$ cat config.mk
export PLATFORM = sky130hd
export DESIGN_NAME = vrbs_ctrl
export DESIGN_NICKNAME = d
export VERILOG_FILES = /design/src/hdl/vrbs_pkg.sv /design/src/hdl/vrbs_ctrl.sv
export SDC_FILE = /design/constraint.sdc
export NUM_CORES = 1
export LEC_CHECK = 0
export BUFFER_PORTS_ARGS = -buffer_cell sky130_fd_sc_hd__buf_2
export CAP_MARGIN = 0
export CORE_AREA = 2 2 39 41
export DETAILED_ROUTE_END_ITERATION = 12
export DIE_AREA = 0 0 41 43
export HOLD_SLACK_MARGIN = 0.03
export PLACE_DENSITY = 0.5
export SLEW_MARGIN = 20
export SYNTH_ARGS = -nofsm -noshare
export SYNTH_HDL_FRONTEND = slang
export SYNTH_SLANG_ARGS = --single-unit
$ cat constraint.sdc
create_clock -name i_clk -period 3.9 [get_ports i_clk]
set_clock_uncertainty 0.15 [all_clocks]
set_input_delay 0.39 -clock i_clk [delete_from_list [all_inputs] [get_ports i_clk]]
set_output_delay 0.39 -clock i_clk [all_outputs]
set_load 0.02 [all_outputs]
$ cat src/hdl/vrbs_pkg.sv
// Shared types and constants for the variable-length record byte stack.
`default_nettype none

package vrbs_pkg;

    // Store geometry
    localparam int STACK_BYTES  = 1024;
    localparam int HEADER_BYTES = 4;
    localparam int MAX_RECORD   = 64;
    localparam int ADDR_W       = $clog2(STACK_BYTES);
    localparam int PTR_W        = ADDR_W + 1;

    // Field widths
    localparam int OP_W     = 2;
    localparam int BYTE_W   = 8;
    localparam int LEN_W    = 7;
    localparam int STATUS_W = 2;
    localparam int FREE_W   = 11;

    typedef enum logic [OP_W-1:0] {
        OP_PUSH  = 2'd0,
        OP_PULL  = 2'd1,
        OP_PEEK  = 2'd2,
        OP_CLEAR = 2'd3
    } t_op;

    typedef enum logic [STATUS_W-1:0] {
        ST_OK    = 2'd0,
        ST_FULL  = 2'd1,
        ST_EMPTY = 2'd2
    } t_status;

    typedef enum logic [1:0] {
        S_IDLE,
        S_HDR,
        S_RLEN,
        S_RD
    } t_state;

    // Controller to datapath commands
    typedef struct packed {
        logic push;       // push byte transfer accepted
        logic rd_start;   // pull or peek transfer accepted
        logic clear;      // clear transfer accepted
        logic hdr_write;  // commit: write header, move top
        logic len_eval;   // header byte is in read data
        logic byte_out;   // record byte is in read data
    } t_dp_cmd;

    // Datapath to controller status
    typedef struct packed {
        logic empty;      // no record stored
        logic commit;     // current push byte completes the record
        logic rd_none;    // read would return no bytes
        logic rd_final;   // current record byte is the last one
    } t_dp_stat;

endpackage

`default_nettype wire

$ cat src/hdl/vrbs_ctrl.sv
// Controller state machine for the variable-length record byte stack.
`default_nettype none

module vrbs_ctrl
    import vrbs_pkg::*;
(
    input  wire logic     i_clk,
    input  wire logic     i_rst_n,
    input  wire logic     start,
    input  wire logic [OP_W-1:0] i_op,
    input  wire t_dp_stat i_stat,
    output t_dp_cmd       o_cmd,
    output logic          busy
);

    t_state r_state;
    t_state n_state;

    // State register
    always_ff @(posedge i_clk) begin
        if (!i_rst_n) begin
            r_state <= S_IDLE;
        end else begin
            r_state <= n_state;
        end
    end

    // Next state and commands
    always_comb begin
        n_state = r_state;
        o_cmd   = '0;
        case (r_state)
            S_IDLE: begin
                if (start) begin
                    case (t_op'(i_op))
                        OP_PUSH: begin
                            o_cmd.push = 1'b1;
                            if (i_stat.commit) n_state = S_HDR;
                        end
                        OP_PULL, OP_PEEK: begin
                            o_cmd.rd_start = 1'b1;
                            if (!i_stat.empty) n_state = S_RLEN;
                        end
                        OP_CLEAR: begin
                            o_cmd.clear = 1'b1;
                        end
                        default: begin
                            n_state = S_IDLE;
                        end
                    endcase
                end
            end
            S_HDR: begin
                o_cmd.hdr_write = 1'b1;
                n_state         = S_IDLE;
            end
            S_RLEN: begin
                o_cmd.len_eval = 1'b1;
                n_state        = i_stat.rd_none ? S_IDLE : S_RD;
            end
            S_RD: begin
                o_cmd.byte_out = 1'b1;
                if (i_stat.rd_final) n_state = S_IDLE;
            end
            default: begin
                n_state = S_IDLE;
            end
        endcase
    end

    assign busy = (r_state != S_IDLE);

`ifndef NO_ASSERTIONS
    // A commit writes the header and then always returns to idle
    a_hdr_one_cycle: assert property (@(posedge i_clk) disable iff (!i_rst_n)
        (r_state == S_HDR) |=> (r_state == S_IDLE))
        else $error("header write state lasted more than one cycle");

    // Reads only stream after the header length was evaluated
    a_rd_entry: assert property (@(posedge i_clk) disable iff (!i_rst_n)
        (r_state == S_RD) && ($past(r_state) != S_RD) |-> ($past(r_state) == S_RLEN))
        else $error("byte streaming entered without header evaluation");

    // Only a push can lead to a header commit
    a_hdr_entry: assert property (@(posedge i_clk) disable iff (!i_rst_n)
        (r_state == S_HDR) |-> ($past(r_state) == S_IDLE) && $past(o_cmd.push))
        else $error("header commit without push");
`endif

endmodule

`default_nettype wire

==> results by group <==
Placement
  – Placed instance area: a little under 300 µm²
  – Port Buffers: 15
  – GP Congestion: 0.5942
  – Placed insts: 55

Synthesis
  – Synth warn: 0
  – Syn_nets: 35
  – Unique masters post-synth: 11
  – Synthesized area per cell: 8.446 µm²
  – Synth Instances: 24
  – Seq/Total Area, Yosys: 19.75%
  – Cell Area, Synth: a little over 200 µm²
  – Synth Register Bits: 2

Power and ir drop
  – Cell Int Power: 0.06838 mW
  – Tot Pwr: 0.09716 mW
  – Switching share of power: 29.62%
  – Net Sw Power: 0.02877 mW
  – Peak supply drop: 0.06744 mV
  – Comb power frac: between 20% and 30%
  – Pwr/cell area: 303.3 nW/µm²
  – Clock power share: 47.0%
  – Reg power frac: 24.5%
  – P_leak: 0.1914 nW

Floorplan
  – Die width: 41 µm
  – Initial Utilization: 14.65%
  – Floorplan row count: 14
  – IO Count: 16
  – Die Ht: 43 µm
  – Die ar.: 1763 µm²
  – Floorplan core area: 1384 µm²

GRT
  – First-pass GRT wire length: 641 µm
  – Gr usage total: slightly above 6%
  – Number of global-route vias before repair: 190
  – Largest net degree at the start of global routing: 8
  – Remaining global-route overflow: 0
  – Number of antenna violations at the first check in global routing: 0

Run status
  – Status: complete, no violations

Detailed routing
  – Pre-antenna DRT Iters: 1
  – Routed Antenna Nets: 0
  – DRT iter0 DRCs: 0
  – Residual DRC: 0
  – Total wire length: between 400 and 500 µm
  – Vias/cell: 3.828
  – Vias after detailed routing: between 200 and 250
  – Wire per inst: 7.759 µm

Timing
  – RSZ-0062 raised after global routing: no
  – Max-slew headroom: between 70% and 80%
  – Hold Violations, Final: 0
  – Tmin final: 1.801 ns
  – Setup TNS: 0 ns
  – Max Slew Vio Count: 0
  – Period Utilization, post-route: 46.18%
  – Worst slew pin tran: 0.3290 ns
  – Final setup vio count: 0
  – Max Clk Rate: 555.3 MHz

Clock network
  – Clock root buffer: clkbuf_4
  – CTS tree: yes
  – Max Root-Sink Buffers: 2
  – H-tree depth: 1
  – Worst skew pair latency: roughly 0.22 ns
  – Sink Count: 2
  – Post CTS Setup Buffer Count: 0
  – # resized after CTS: 0
  – CTS Buf Count: 3
  – Hold buffer count at CTS: 0
  – Worst-path clk slew: 0.03 ns

Final layout
  – Largest registers: r_state: 2 flops
  – Diode count: 0
  – Max FFs per register: 2
  – Layout fillers: about 160
  – Final Instance Area: 320.3 µm²
  – Fin cells: 58
  – Nets: 55
  – Largest reg by FF count: r_state
  – Area growth syn-to-layout: 58.02%
  – Fraction of final layout cells sized beyond drive strength 1: roughly 45%

Critical path
  – Setup CP Type: input port to primary output
  – CP max FO: 4
  – CP endpoint kind: primary output
  – CP top delay family: buffers and inverters
  – Startpoint Class: input port
  – Critical path's slowest cell: ha_1
  – CP Cell Sequence: buf_2 -> inv_1 -> ha_1 -> inv_1 -> nor3_1 -> buf_2
  – Critical Path Max Stage Delay: 0.33 ns
  – Critical path buffers and inverters: 4
  – Worst EP required: 3.36 ns
  – Worst endpoint data arrival time: 1.26 ns

Min path
  – Worst hold-check path type: input port to register

Run
  – Max Cap Viol: 0
[final timing paths]
path | from | to | slack (ns) | cells after the start
worst max-delay path | i_op[0] | o_cmd[4] | 2.10 | 6
worst min-delay path | i_rst_n | r_state[0]$_SDFFE_PN0P_ | 0.27 | 2
worst max register to register | r_state[0]$_SDFFE_PN0P_ | r_state[1]$_SDFFE_PN0P_ | 2.75 | 3
worst min register to register | r_state[1]$_SDFFE_PN0P_ | r_state[0]$_SDFFE_PN0P_ | 0.55 | 2
[cell usage after synthesis (all sizes together)]
master	instances	area [µm²]
mux2i	4	40.04
nor3	1	5.000
and3	3	18.77
ha	2	25.02
nor2b	2	12.51
a2111oi	1	15.01
a31o	2	17.52
inv	5	18.77
nor2	1	3.750
and2	1	6.260
dfxtp	2	40.04
[placed cells by master, fill, tap and decap left out, drive strengths merged]
master / count
a31o: 2
nor3: 1
dfxtp: 2
and3: 3
nor2: 1
inv: 5
and2: 1
a2111oi: 1
ha: 2
nor2b: 2
clkbuf: 3
buf: 15
mux2i: 4
[area by class of cell]
cell class / instances / area, µm² / share of cell area, %
Inverter: 5 / 18.77 / 5.859
Tap cell: 16 / 20.02 / 6.250
Clock buffer: 3 / 22.52 / 7.031
Multi-Input combinational cell: 17 / 143.9 / 44.92
Sequential cell: 2 / 40.04 / 12.50
Timing Repair Buffer: 15 / 75.07 / 23.44
[metrics by stage]
step           hold WS, ns  utilization (%)  worst slack, ns
2_1_floorplan       0.3742                -            2.070
3_3_place_gp        0.4974            21.52            2.094
3_5_place_dp        0.5021            21.52            2.094
4_1_cts             0.2647            23.15            2.095
5_1_grt             0.2760            23.15            2.037
6_report            0.2678            23.15            2.099
[routing by layer]
layer | GRT usage, % | vias up | part of all wire (%)
li1 | - | 119 | -
met1 | 4.792 | 94 | 38
met5 | 0 | - | 0
met2 | 8.750 | 9 | 51
met3 | 1.571 | 0 | 10
met4 | 10.00 | 0 | 0
[power by group through the flow]
stage | clock network (mW) | logic, mW | registers (mW)
floorplan | 0 | 0.0181 | 0.0236
detailed placement | 0 | 0.0282 | 0.0240
CTS | 0.0497 | 0.0282 | 0.0237
global placement | 0 | 0.0280 | 0.0240
global route | 0.0514 | 0.0308 | 0.0240
finish | 0.0457 | 0.0277 | 0.0238
[logic make-up (layout without fill, tap and decap cells)]
logic type	Yosys count	count (layout)	share of synthesized area, %
buffers and inverters	5	23	9.260
flip-flops	2	2	19.75
AND/OR/NAND/NOR	8	8	22.84
adder cells (fa/ha/maj)	2	2	12.34
multiplexers	4	4	19.75
AO/OA/AOI/OAI	3	3	16.05
No activity file was read; power rests on OpenSTA's default activity.
